[src/rtl/lr_pkg.sv]
package lr_pkg;

    localparam int COORD_W     = 6;
    localparam int COLOR_W     = 24;
    localparam int ERR_W       = COORD_W + 3;
    localparam int QUEUE_DEPTH = 2;

    typedef logic [COORD_W-1:0] coord_t;
    typedef logic [COLOR_W-1:0] color_t;
    typedef logic signed [ERR_W-1:0] err_t;

    // One classified line, ready for the stepper
    typedef struct packed {
        logic   steep;
        logic   step_neg;
        coord_t maj;
        coord_t maj_end;
        coord_t mnr;
        coord_t dx;
        coord_t dy;
        color_t color;
    } lr_cmd_t;

    typedef struct packed {
        logic busy;
        logic loading;
    } lr_back_status_t;

endpackage

[src/rtl/line_rasterizer.sv]
// Channel   Handshake             Payload
// command   in_valid / in_ready   x_start, y_start, x_end, y_end, line_color
// pixel     out_valid / out_ready pixel_x, pixel_y, pixel_color, last_pixel
//
// The stepper loads a line from the command queue, then emits one pixel per
// cycle while the pixel output does not stall, set by the single Bresenham
// error update per cycle. Zero-length lines are dropped at setup.
// The setup stage takes one command per cycle into a two-entry queue while it
// is not full, so commands are accepted while the stepper is busy or stalls.
// Reset is asynchronous and clears queue and stepper control only.
module line_rasterizer
    import lr_pkg::*;
#(
    parameter int TILE_SIZE = 64
)
(
    input  logic   clk,
    input  logic   rst_n,
    input  logic   in_valid,
    output logic   in_ready,
    input  coord_t x_start,
    input  coord_t y_start,
    input  coord_t x_end,
    input  coord_t y_end,
    input  color_t line_color,
    output logic   out_valid,
    input  logic   out_ready,
    output coord_t pixel_x,
    output coord_t pixel_y,
    output color_t pixel_color,
    output logic   last_pixel
);

    localparam coord_t TILE_MAX = COORD_W'(TILE_SIZE - 1);

    logic            q_full;
    logic            q_push;
    lr_cmd_t         q_in;
    logic            q_pop;
    lr_cmd_t         q_out;
    logic            q_valid;
    lr_back_status_t back_status;

    lr_setup #(
        .TILE_SIZE(TILE_SIZE)
    ) u_setup (
        .in_valid  (in_valid),
        .in_ready  (in_ready),
        .x_start   (x_start),
        .y_start   (y_start),
        .x_end     (x_end),
        .y_end     (y_end),
        .line_color(line_color),
        .q_full    (q_full),
        .q_push    (q_push),
        .q_data    (q_in)
    );

    lr_queue u_queue (
        .clk      (clk),
        .rst_n    (rst_n),
        .push     (q_push),
        .push_data(q_in),
        .full     (q_full),
        .pop      (q_pop),
        .pop_data (q_out),
        .not_empty(q_valid)
    );

    lr_stepper u_stepper (
        .clk        (clk),
        .rst_n      (rst_n),
        .q_valid    (q_valid),
        .q_data     (q_out),
        .q_pop      (q_pop),
        .out_valid  (out_valid),
        .out_ready  (out_ready),
        .pixel_x    (pixel_x),
        .pixel_y    (pixel_y),
        .pixel_color(pixel_color),
        .last_pixel (last_pixel),
        .status     (back_status)
    );

    a_no_overflow: assert property (@(posedge clk) disable iff (!rst_n)
        q_push |-> !q_full)
        else $error("request pushed into a full queue");

    a_load_sets_busy: assert property (@(posedge clk) disable iff (!rst_n)
        back_status.loading |=> back_status.busy)
        else $error("stepper not busy after loading a request");

    a_pixel_in_tile: assert property (@(posedge clk) disable iff (!rst_n)
        out_valid |-> (pixel_x <= TILE_MAX && pixel_y <= TILE_MAX))
        else $error("pixel outside tile");

    a_queued_line_nonempty: assert property (@(posedge clk) disable iff (!rst_n)
        q_pop |-> q_out.dx != '0)
        else $error("zero-length line reached the stepper");

endmodule

[src/rtl/lr_setup.sv]
module lr_setup
    import lr_pkg::*;
#(
    parameter int TILE_SIZE = 64
)
(
    input  logic    in_valid,
    output logic    in_ready,
    input  coord_t  x_start,
    input  coord_t  y_start,
    input  coord_t  x_end,
    input  coord_t  y_end,
    input  color_t  line_color,
    input  logic    q_full,
    output logic    q_push,
    output lr_cmd_t q_data
);

    localparam coord_t TILE_MAX = COORD_W'(TILE_SIZE - 1);

    coord_t ax;
    coord_t ay;
    coord_t bx;
    coord_t by;
    coord_t adx;
    coord_t ady;
    logic   steep;
    coord_t p0_maj;
    coord_t p0_mnr;
    coord_t p1_maj;
    coord_t p1_mnr;
    coord_t lo_maj;
    coord_t lo_mnr;
    coord_t hi_maj;
    coord_t hi_mnr;

    always_comb
    begin
        // saturate coordinates into the tile
        ax = (x_start > TILE_MAX) ? TILE_MAX : x_start;
        ay = (y_start > TILE_MAX) ? TILE_MAX : y_start;
        bx = (x_end   > TILE_MAX) ? TILE_MAX : x_end;
        by = (y_end   > TILE_MAX) ? TILE_MAX : y_end;

        adx   = (bx > ax) ? bx - ax : ax - bx;
        ady   = (by > ay) ? by - ay : ay - by;
        steep = ady > adx;

        p0_maj = steep ? ay : ax;
        p0_mnr = steep ? ax : ay;
        p1_maj = steep ? by : bx;
        p1_mnr = steep ? bx : by;

        // order endpoints so the major axis increases
        if (p0_maj > p1_maj)
        begin
            lo_maj = p1_maj;
            lo_mnr = p1_mnr;
            hi_maj = p0_maj;
            hi_mnr = p0_mnr;
        end
        else
        begin
            lo_maj = p0_maj;
            lo_mnr = p0_mnr;
            hi_maj = p1_maj;
            hi_mnr = p1_mnr;
        end

        q_data.steep    = steep;
        q_data.step_neg = !(lo_mnr < hi_mnr);
        q_data.maj      = lo_maj;
        q_data.maj_end  = hi_maj;
        q_data.mnr      = lo_mnr;
        q_data.dx       = hi_maj - lo_maj;
        q_data.dy       = (hi_mnr > lo_mnr) ? hi_mnr - lo_mnr : lo_mnr - hi_mnr;
        q_data.color    = line_color;
    end

    assign in_ready = !q_full;
    // drop zero-length lines: they yield no pixels
    assign q_push   = in_valid && !q_full && (q_data.dx != '0);

endmodule

[src/rtl/lr_queue.sv]
module lr_queue
    import lr_pkg::*;
(
    input  logic    clk,
    input  logic    rst_n,
    input  logic    push,
    input  lr_cmd_t push_data,
    output logic    full,
    input  logic    pop,
    output lr_cmd_t pop_data,
    output logic    not_empty
);

    localparam int PTR_W = (QUEUE_DEPTH > 1) ? $clog2(QUEUE_DEPTH) : 1;
    localparam int CNT_W = $clog2(QUEUE_DEPTH + 1);
    localparam logic [CNT_W-1:0] CNT_FULL = CNT_W'(QUEUE_DEPTH);
    localparam logic [PTR_W-1:0] PTR_LAST = PTR_W'(QUEUE_DEPTH - 1);

    lr_cmd_t          mem [QUEUE_DEPTH];
    logic [PTR_W-1:0] wr_ptr_reg;
    logic [PTR_W-1:0] rd_ptr_reg;
    logic [CNT_W-1:0] count_reg;
    logic [CNT_W-1:0] count_next;

    assign full      = count_reg == CNT_FULL;
    assign not_empty = count_reg != '0;
    assign pop_data  = mem[rd_ptr_reg];

    always_comb
    begin
        count_next = count_reg;
        if (push && !pop)
            count_next = count_reg + 1'b1;
        else if (pop && !push)
            count_next = count_reg - 1'b1;
    end

    always_ff @(posedge clk)
    begin
        if (push)
            mem[wr_ptr_reg] <= push_data;
    end

    always_ff @(posedge clk or negedge rst_n)
    begin
        if (!rst_n)
        begin
            wr_ptr_reg <= '0;
            rd_ptr_reg <= '0;
            count_reg  <= '0;
        end
        else
        begin
            if (push)
                wr_ptr_reg <= (wr_ptr_reg == PTR_LAST) ? '0 : wr_ptr_reg + 1'b1;
            if (pop)
                rd_ptr_reg <= (rd_ptr_reg == PTR_LAST) ? '0 : rd_ptr_reg + 1'b1;
            count_reg <= count_next;
        end
    end

endmodule

[src/rtl/lr_stepper.sv]
module lr_stepper
    import lr_pkg::*;
(
    input  logic            clk,
    input  logic            rst_n,
    input  logic            q_valid,
    input  lr_cmd_t         q_data,
    output logic            q_pop,
    output logic            out_valid,
    input  logic            out_ready,
    output coord_t          pixel_x,
    output coord_t          pixel_y,
    output color_t          pixel_color,
    output logic            last_pixel,
    output lr_back_status_t status
);

    logic    busy_reg;
    logic    steep_reg;
    logic    step_neg_reg;
    coord_t  maj_reg;
    coord_t  maj_end_reg;
    coord_t  mnr_reg;
    coord_t  dx_reg;
    coord_t  dy_reg;
    color_t  color_reg;
    err_t    err_reg;
    logic    out_valid_reg;
    coord_t  px_reg;
    coord_t  py_reg;
    color_t  pcolor_reg;
    logic    last_reg;

    logic    advance;
    logic    at_last;
    err_t    err_sub;
    err_t    err_next;
    coord_t  mnr_next;

    assign q_pop   = !busy_reg && q_valid;
    assign advance = busy_reg && (!out_valid_reg || out_ready);
    assign at_last = ({1'b0, maj_reg} + 1'b1) == {1'b0, maj_end_reg};

    always_comb
    begin
        err_sub  = err_reg - err_t'({dy_reg, 1'b0});
        err_next = err_sub;
        mnr_next = mnr_reg;
        if (err_sub < 0)
        begin
            err_next = err_sub + err_t'({dx_reg, 1'b0});
            mnr_next = step_neg_reg ? mnr_reg - 1'b1 : mnr_reg + 1'b1;
        end
    end

    always_ff @(posedge clk or negedge rst_n)
    begin
        if (!rst_n)
        begin
            busy_reg      <= 1'b0;
            out_valid_reg <= 1'b0;
        end
        else
        begin
            if (q_pop)
                busy_reg <= 1'b1;
            else if (advance && at_last)
                busy_reg <= 1'b0;

            if (advance)
                out_valid_reg <= 1'b1;
            else if (out_ready)
                out_valid_reg <= 1'b0;
        end
    end

    always_ff @(posedge clk)
    begin
        if (q_pop)
        begin
            steep_reg    <= q_data.steep;
            step_neg_reg <= q_data.step_neg;
            maj_reg      <= q_data.maj;
            maj_end_reg  <= q_data.maj_end;
            mnr_reg      <= q_data.mnr;
            dx_reg       <= q_data.dx;
            dy_reg       <= q_data.dy;
            color_reg    <= q_data.color;
            err_reg      <= err_t'(q_data.dx);
        end
        else if (advance)
        begin
            maj_reg <= maj_reg + 1'b1;
            mnr_reg <= mnr_next;
            err_reg <= err_next;
        end

        if (advance)
        begin
            px_reg     <= steep_reg ? mnr_reg : maj_reg;
            py_reg     <= steep_reg ? maj_reg : mnr_reg;
            pcolor_reg <= color_reg;
            last_reg   <= at_last;
        end
    end

    assign out_valid      = out_valid_reg;
    assign pixel_x        = px_reg;
    assign pixel_y        = py_reg;
    assign pixel_color    = pcolor_reg;
    assign last_pixel     = last_reg;
    assign status.busy    = busy_reg;
    assign status.loading = q_pop;

endmodule

[config.mk]
export PLATFORM = sky130hd
export DESIGN_NAME = line_rasterizer
export DESIGN_NICKNAME = d
export VERILOG_FILES = /design/src/rtl/lr_pkg.sv /design/src/rtl/line_rasterizer.sv /design/src/rtl/lr_setup.sv /design/src/rtl/lr_queue.sv /design/src/rtl/lr_stepper.sv
export SDC_FILE = /design/constraint.sdc
export NUM_CORES = 1
export LEC_CHECK = 0
export BUFFER_PORTS_ARGS = -buffer_cell sky130_fd_sc_hd__buf_2
export CAP_MARGIN = 10
export CELL_PAD_IN_SITES_DETAIL_PLACEMENT = 1
export CELL_PAD_IN_SITES_GLOBAL_PLACEMENT = 1
export CORE_MARGIN = 2
export CORE_UTILIZATION = 44
export DETAILED_ROUTE_END_ITERATION = 7
export PLACE_DENSITY_LB_ADDON = 0.1
export SYNTH_ARGS = -nofsm -noshare
export SYNTH_HDL_FRONTEND = slang
export SYNTH_HIERARCHICAL = 1
export SYNTH_SLANG_ARGS = --single-unit
[constraint.sdc]
create_clock -name clk -period 8.5 [get_ports clk]
set_input_delay 1.275 -clock clk [delete_from_list [all_inputs] [get_ports clk]]
set_output_delay 1.275 -clock clk [all_outputs]
set_load 0.01 [all_outputs]
==> results.md, run 1 <==
- HPWL Detailed: 20.7 mm
- Mapped Cells: 927
- Yosys warnings: 6
- F_max: 122 MHz
- Via Count: 7,459
- Hold Path Depth: 0
- Initial DRC count: 345
- Syn Area/Cell: 12.6 sq um
- Die area: 27,900 sq um
- Max Cap Violations: 0
- Worst Clk Skew: 26.2 ps
- Final Hold Vio Count: 0
- Crit path buf inv count: 9
- Crit path time final: 8180 ps
- CP top delay family: compound AO/OA/AOI/OAI gates
- Port bufs: 90
- Status: completed
- Global-route wire length before repair: 43.5 mm
- Hold WS: 412 ps
- Worst-margin pin slew: 999 ps
- # clock sinks: 219
- Reg2Reg Setup Slack: 5790 ps
- Top Ports: 91
- Slowest stage delay, CP: 370 ps
- Slowest cell on the critical path: o31ai_4
- CORE AREA: 26,100 sq um
- Initial antenna violation count: 0
- DR WL/cell: 19.3 microns
- Placed inst area: 13,300 sq um
- WL final: 27.8 mm
- Critical Path Sink Type: register
- Clk buf depth: 3
- Clock slew at reported path FFs: 70 ps
- Slew Viols, Final: 0
- Die span in y: 167 microns
- Mapped cell area: 11,700 sq um
- Share of cells above drive strength 1: 34.5%
- Fin crit share: 96.3%
- Reg2reg path depth: 12
- Die W: 167 microns
- Number of global-route vias before repair: 7,882
- Post-DRT Antenna Nets: 0
- GPL Wtd Cong: 0.888
- Crit start category: input port
- CP Max Fanout: 7
- Final setup viols: 0
- Worst EP arrival: 8430 ps
- Max reg flops: 112
- Layout Utilization: 54.5%
- Fin nets: 1,214
- Antenna cells: 0
- GRT overflow: 0
- Leakage: 5.73 nW
- Row count: 59
- Slew HR: 33.4%
- Reg2reg start: u_stepper/dy_reg[0]
- Initial Util: 44.9%
- Worst Path Required: 8750 ps
- Synth-to-Final Area Change: 21.4%
- Setup CP Type: in2reg
- Worst hold endpoint: u_stepper/pixel_color[1]
- Gr usage total: 19.7%
- Pin count of the biggest net entering global routing: 58
- DRC viols: 0
- Htree depth: 1
- Detailed-router iteration count before antenna repair: 5
- Final Cell Area: 14,200 sq um
- CTS tree: yes
- Worst skew pair latency: 520 ps
- Worst Hold Class: reg2reg
- Synth Net Count: 1,047
- Max IR drop VDD: 0.000273 V
- CP dominant cell by count: buf_4
- Via-to-Cell Ratio: 5.16
- Pwr dens: 482 nW/um^2
- Crit Reg-Reg Endpoint: u_stepper/err_reg[7]
- Cts bufs inserted: 23
- Hold Crit Start: u_stepper/color_reg[1]
- # fillers: 2,652
- Root Driver: clkbuf_16
[final cells by class]
class | count | area [sq um] | share of cell area, %
Tap cell | 335 | 419 | 2.95
Clock buffer | 28 | 594 | 4.19
Timing Repair Buffer | 217 | 1500 | 10.6
Inverter | 73 | 279 | 1.97
Multi-Input combinational cell | 560 | 4780 | 33.7
Clock inverter | 13 | 104 | 0.732
Sequential cell | 219 | 6520 | 45.9
[metal layers]
metal,wire (microns),track usage [%],vias to the layer above
li1,-,-,3650
met4,417,3.34,0
met2,14200,35.6,118
met3,885,2.61,32
met1,12400,25.5,3659
met5,0,0,-
[worst max-delay path by stage]
| stage | cells after the start | slack [ps] | start | to |
|---|---|---|---|---|
| 2_1_floorplan | 44 | -6 | x_start[1] | u_queue/mem[0][29] |
| 5_1_grt | 44 | -50 | x_end[1] | u_queue/mem[1][29] |
| 3_3_place_gp | 42 | -100 | x_end[1] | u_queue/mem[0][29] |
| 4_1_cts | 42 | 4 | x_end[1] | u_queue/mem[1][29] |
| 6_report | 43 | 320 | y_end[1] | u_queue/mem[1][29] |
| 3_5_place_dp | 42 | -500 | x_end[1] | u_queue/mem[1][29] |
[timing repair]
item | CTS | global route
hold buffers | 0 | 0
gates resized for setup | 0 | 41
endpoints found under the setup margin | 0 | 122
buffers inserted | 0 | 6
[where the power goes]
part	total (mW)	leakage, nW	switching (mW)	internal [mW]
clock	0.933	0.337	0.403	0.531
combinational	3.96	3.34	2.02	1.94
sequential	1.94	2.05	0.116	1.82
[worst reg2reg max path, stage by stage, from the launching register on]
cell      delay [ps]
edfxtp_1         360
ha_1             230
fa_1             410
nor2b_1          180
o31a_1           210
a21oi_1           90
ha_1             320
o21a_1           120
o31a_1           140
o21ai_0           90
a22oi_1          190
xnor2_1          140
o21ai_1           80
[layout by cell type, fill, tap and decap left out, types with 7 or more instances in the layout]
cell type / n
a211oi_1: 8
a21o_1: 9
a21oi_1: 47
a21oi_2: 12
buf_2: 90
buf_4: 118
clkbuf_16: 24
edfxtp_1: 210
ha_1: 52
ha_4: 7
inv_1: 63
inv_2: 8
mux2_2: 38
mux2_4: 31
mux2i_1: 31
nand2_1: 54
nand2b_1: 8
nand3_1: 11
nor2_1: 46
nor2b_1: 13
o211ai_1: 15
o21ai_0: 25
o21ai_1: 7
xnor2_1: 29
xor2_1: 17
[per-stage QoR]
stage | setup TNS (ps) | total power [mW] | cells | setup slack [ps]
after global placement | -1500 | 5.56 | 1397 | -103
final | 0 | 6.84 | 1445 | 316
after CTS | 0 | 6.69 | 1438 | 3.81
after global routing | -107 | 7.29 | 1445 | -53.5
after detailed placement | -27910 | 5.70 | 1397 | -499
after floorplan | -12.5 | 4.29 | 927 | -6.25
(Power assumes the default switching activity.)
==> run 2, diff against run 1 <==
Settings changed: BUFFER_PORTS_ARGS -buffer_cell sky130_fd_sc_hd__buf_2 to -buffer_cell sky130_fd_sc_hd__clkbuf_2, CORE_UTILIZATION 44 to 35.
==> run 2 against run 1 <==
  * Worst hold slack better by 3.2 ps
  * Non-clock buffer count is 4 lower
  * Worst setup slack worse by 28 ps
  * Utilization is 11 points lower
  * Die area is 25% higher
  * Wire length is 0.13% lower
  * Sequential cell count stayed put
  * Largest power group unchanged
  * Register-to-register slack worse by 60 ps
  * Maximum frequency is 0.34% lower
  * Critical path depth is 3 lower
  * Clock power is 10% higher
==> results.md, run 2 (synthesis results as in run 1) <==
- Top Ports: 91 (unchanged)
- Share of cells above drive strength 1: 34.4% (-0.12 points)
- Slew Viols, Final: 0 (unchanged)
- Htree depth: 1 (unchanged)
- Pwr dens: 474 nW/um^2 (-1.6%)
- Status: completed
- Setup ws final: 288 ps (-28.0 ps)
- Slowest stage delay, CP: 530 ps (+160 ps)
- Clk buf depth: 3 (unchanged)
- Final Hold Vio Count: 0 (unchanged)
- Via Count: 7,435 (-0.32%)
- CORE AREA: 32,700 sq um (+25%)
- Worst Clk Skew: 19.9 ps (-6.28 ps)
- Setup CP Type: in2reg
- Slowest cell on the critical path: or4_1
- Leading cell type in the layout, fill and taps excluded: edfxtp_1
- Pre-CTS setup slack: -300 ps (+199 ps)
- Initial Util: 35.8% (-9.1 points)
- Fin nets: 1,212 (-0.16%)
- Row count: 66 (+12%)
- Initial DRC count: 251 (-27%)
- Hold Buf Count CTS: 0 (unchanged)
- Pin count of the biggest net entering global routing: 58 (unchanged)
- Leakage: 5.77 nW (+0.70%)
- CTS tree: yes
- Number of global-route vias before repair: 7,834 (-0.61%)
- DR WL/cell: 17.9 microns (-7.1%)
- Post-DRT Antenna Nets: 0 (unchanged)
- Worst Hold Class: reg2reg
- Clock slew at reported path FFs: 60 ps (about the same)
- Global-route wire length before repair: 43.8 mm (+0.62%)
- Die span in y: 187 microns (+12%)
- # clock sinks: 219 (unchanged)
- Worst skew pair latency: 530 ps (about the same)
- CP Max Fanout: 11 (+4)
- Via-to-Cell Ratio: 4.79 (-7.3%)
- Port bufs: 90 (unchanged)
- Die W: 187 microns (+12%)
- Initial antenna violation count: 0 (unchanged)
- Max IR drop VDD: 0.000245 V (-10%)
- Antenna cells: 0 (unchanged)
- GRT overflow: 0 (unchanged)
- WL final: 27.8 mm (-0.13%)
- Cts bufs inserted: 25 (+8.7%)
- Crit path buf inv count: 6 (-3)
- Max reg flops: 112 (unchanged)
- Worst EP arrival: 8470 ps (+40 ps)
- Critical Path Sink Type: register
- Slew HR: 33.0% (-0.38 points)
- Max Cap Violations: 0 (unchanged)
- Setup tns final: 0 ps (unchanged)
- Crit start category: input port
- Crit path time final: 8210 ps (+28.0 ps)
- Critical Path Stages: 40 (-7.0%)
- F_max: 122 MHz (-0.34%)
- Hold Path Depth: 0 (unchanged)
- Worst Path Required: 8760 ps (about the same)
- Worst-margin pin slew: 1000 ps (+5.72 ps)
- Final setup viols: 0 (unchanged)
- Gr usage total: 15.8% (-3.9 points)
- GPL Wtd Cong: 0.828 (-6.8%)
- Reg2reg path depth: 12 (unchanged)
- Synth-to-Final Area Change: 22.6%
- Hold WS: 415 ps (+3.15 ps)
- Detailed-router iteration count before antenna repair: 4 (-1)
- Root Driver: clkbuf_16
- Most frequent cells in the layout: 210 x edfxtp_1, 115 x buf_4, 90 x clkbuf_2, 66 x inv_1
- CP top delay family: compound AO/OA/AOI/OAI gates
- Layout Utilization: 43.9% (-11 points)
- Die area: 34,900 sq um (+25%)
- DRC viols: 0 (unchanged)
- Fin crit share: 96.6% (+0.33 points)
- HPWL Detailed: 21.1 mm (+1.7%)
## run 2: area by class of cell
| class | instances | area [sq um] |
|---|---|---|
| Clock buffer | 30 | 644 |
| Clock inverter | 16 | 151 |
| Fill cell | 3506 | 18400 |
| Inverter | 73 | 277 |
| Multi-Input combinational cell | 560 | 4750 |
| Sequential cell | 219 | 6520 |
| Tap cell | 442 | 553 |
| Timing Repair Buffer | 213 | 1450 |
## run 2: routing by layer
metal	track usage, %	part of all wire [%]	up-vias	wire, microns
li1	-	-	3646	-
met1	20.5	45	3658	12500
met2	28.1	50	93	14000
met3	2.09	2.9	38	801
met4	3.14	1.8	0	497
met5	0	0	-	0
## run 2: final timing paths
path / from / end / slack (ps)
max reg2reg: u_stepper/dy_reg[0] / u_stepper/err_reg[7] / 5730
max: x_end[1] / u_queue/mem[0][29] / 290
min in group asynchronous: rst_n / u_queue/count_reg[1] / 590
max in group asynchronous: rst_n / u_queue/rd_ptr_reg / 7700
min reg2reg: u_stepper/color_reg[13] / u_stepper/pixel_color[13] / 420
min: u_stepper/color_reg[13] / u_stepper/pixel_color[13] / 420
## run 2: metrics by stage
stage                     area (sq um)  cells  total power, mW
after floorplan                  11900    927             4.29
after global placement           13300   1501             5.61
after detailed placement         13300   1501             5.68
after CTS                        14100   1547             6.75
after global routing             14300   1553             7.31
final                            14300   1553             6.80
## run 2: power by group
part | internal (mW) | total [mW] | leakage [nW] | switching [mW]
combinational | 1.87 | 3.77 | 3.33 | 1.90
sequential | 1.82 | 1.99 | 2.05 | 0.171
clock | 0.606 | 1.03 | 0.383 | 0.427
total | 4.30 | 6.80 | 5.77 | 2.50
## run 2: what timing repair did
item,in CTS,in global routing
hold endpoints to repair,0,0
setup buffers,0,5
resized for setup,0,33
endpoints found under the setup margin,0,111
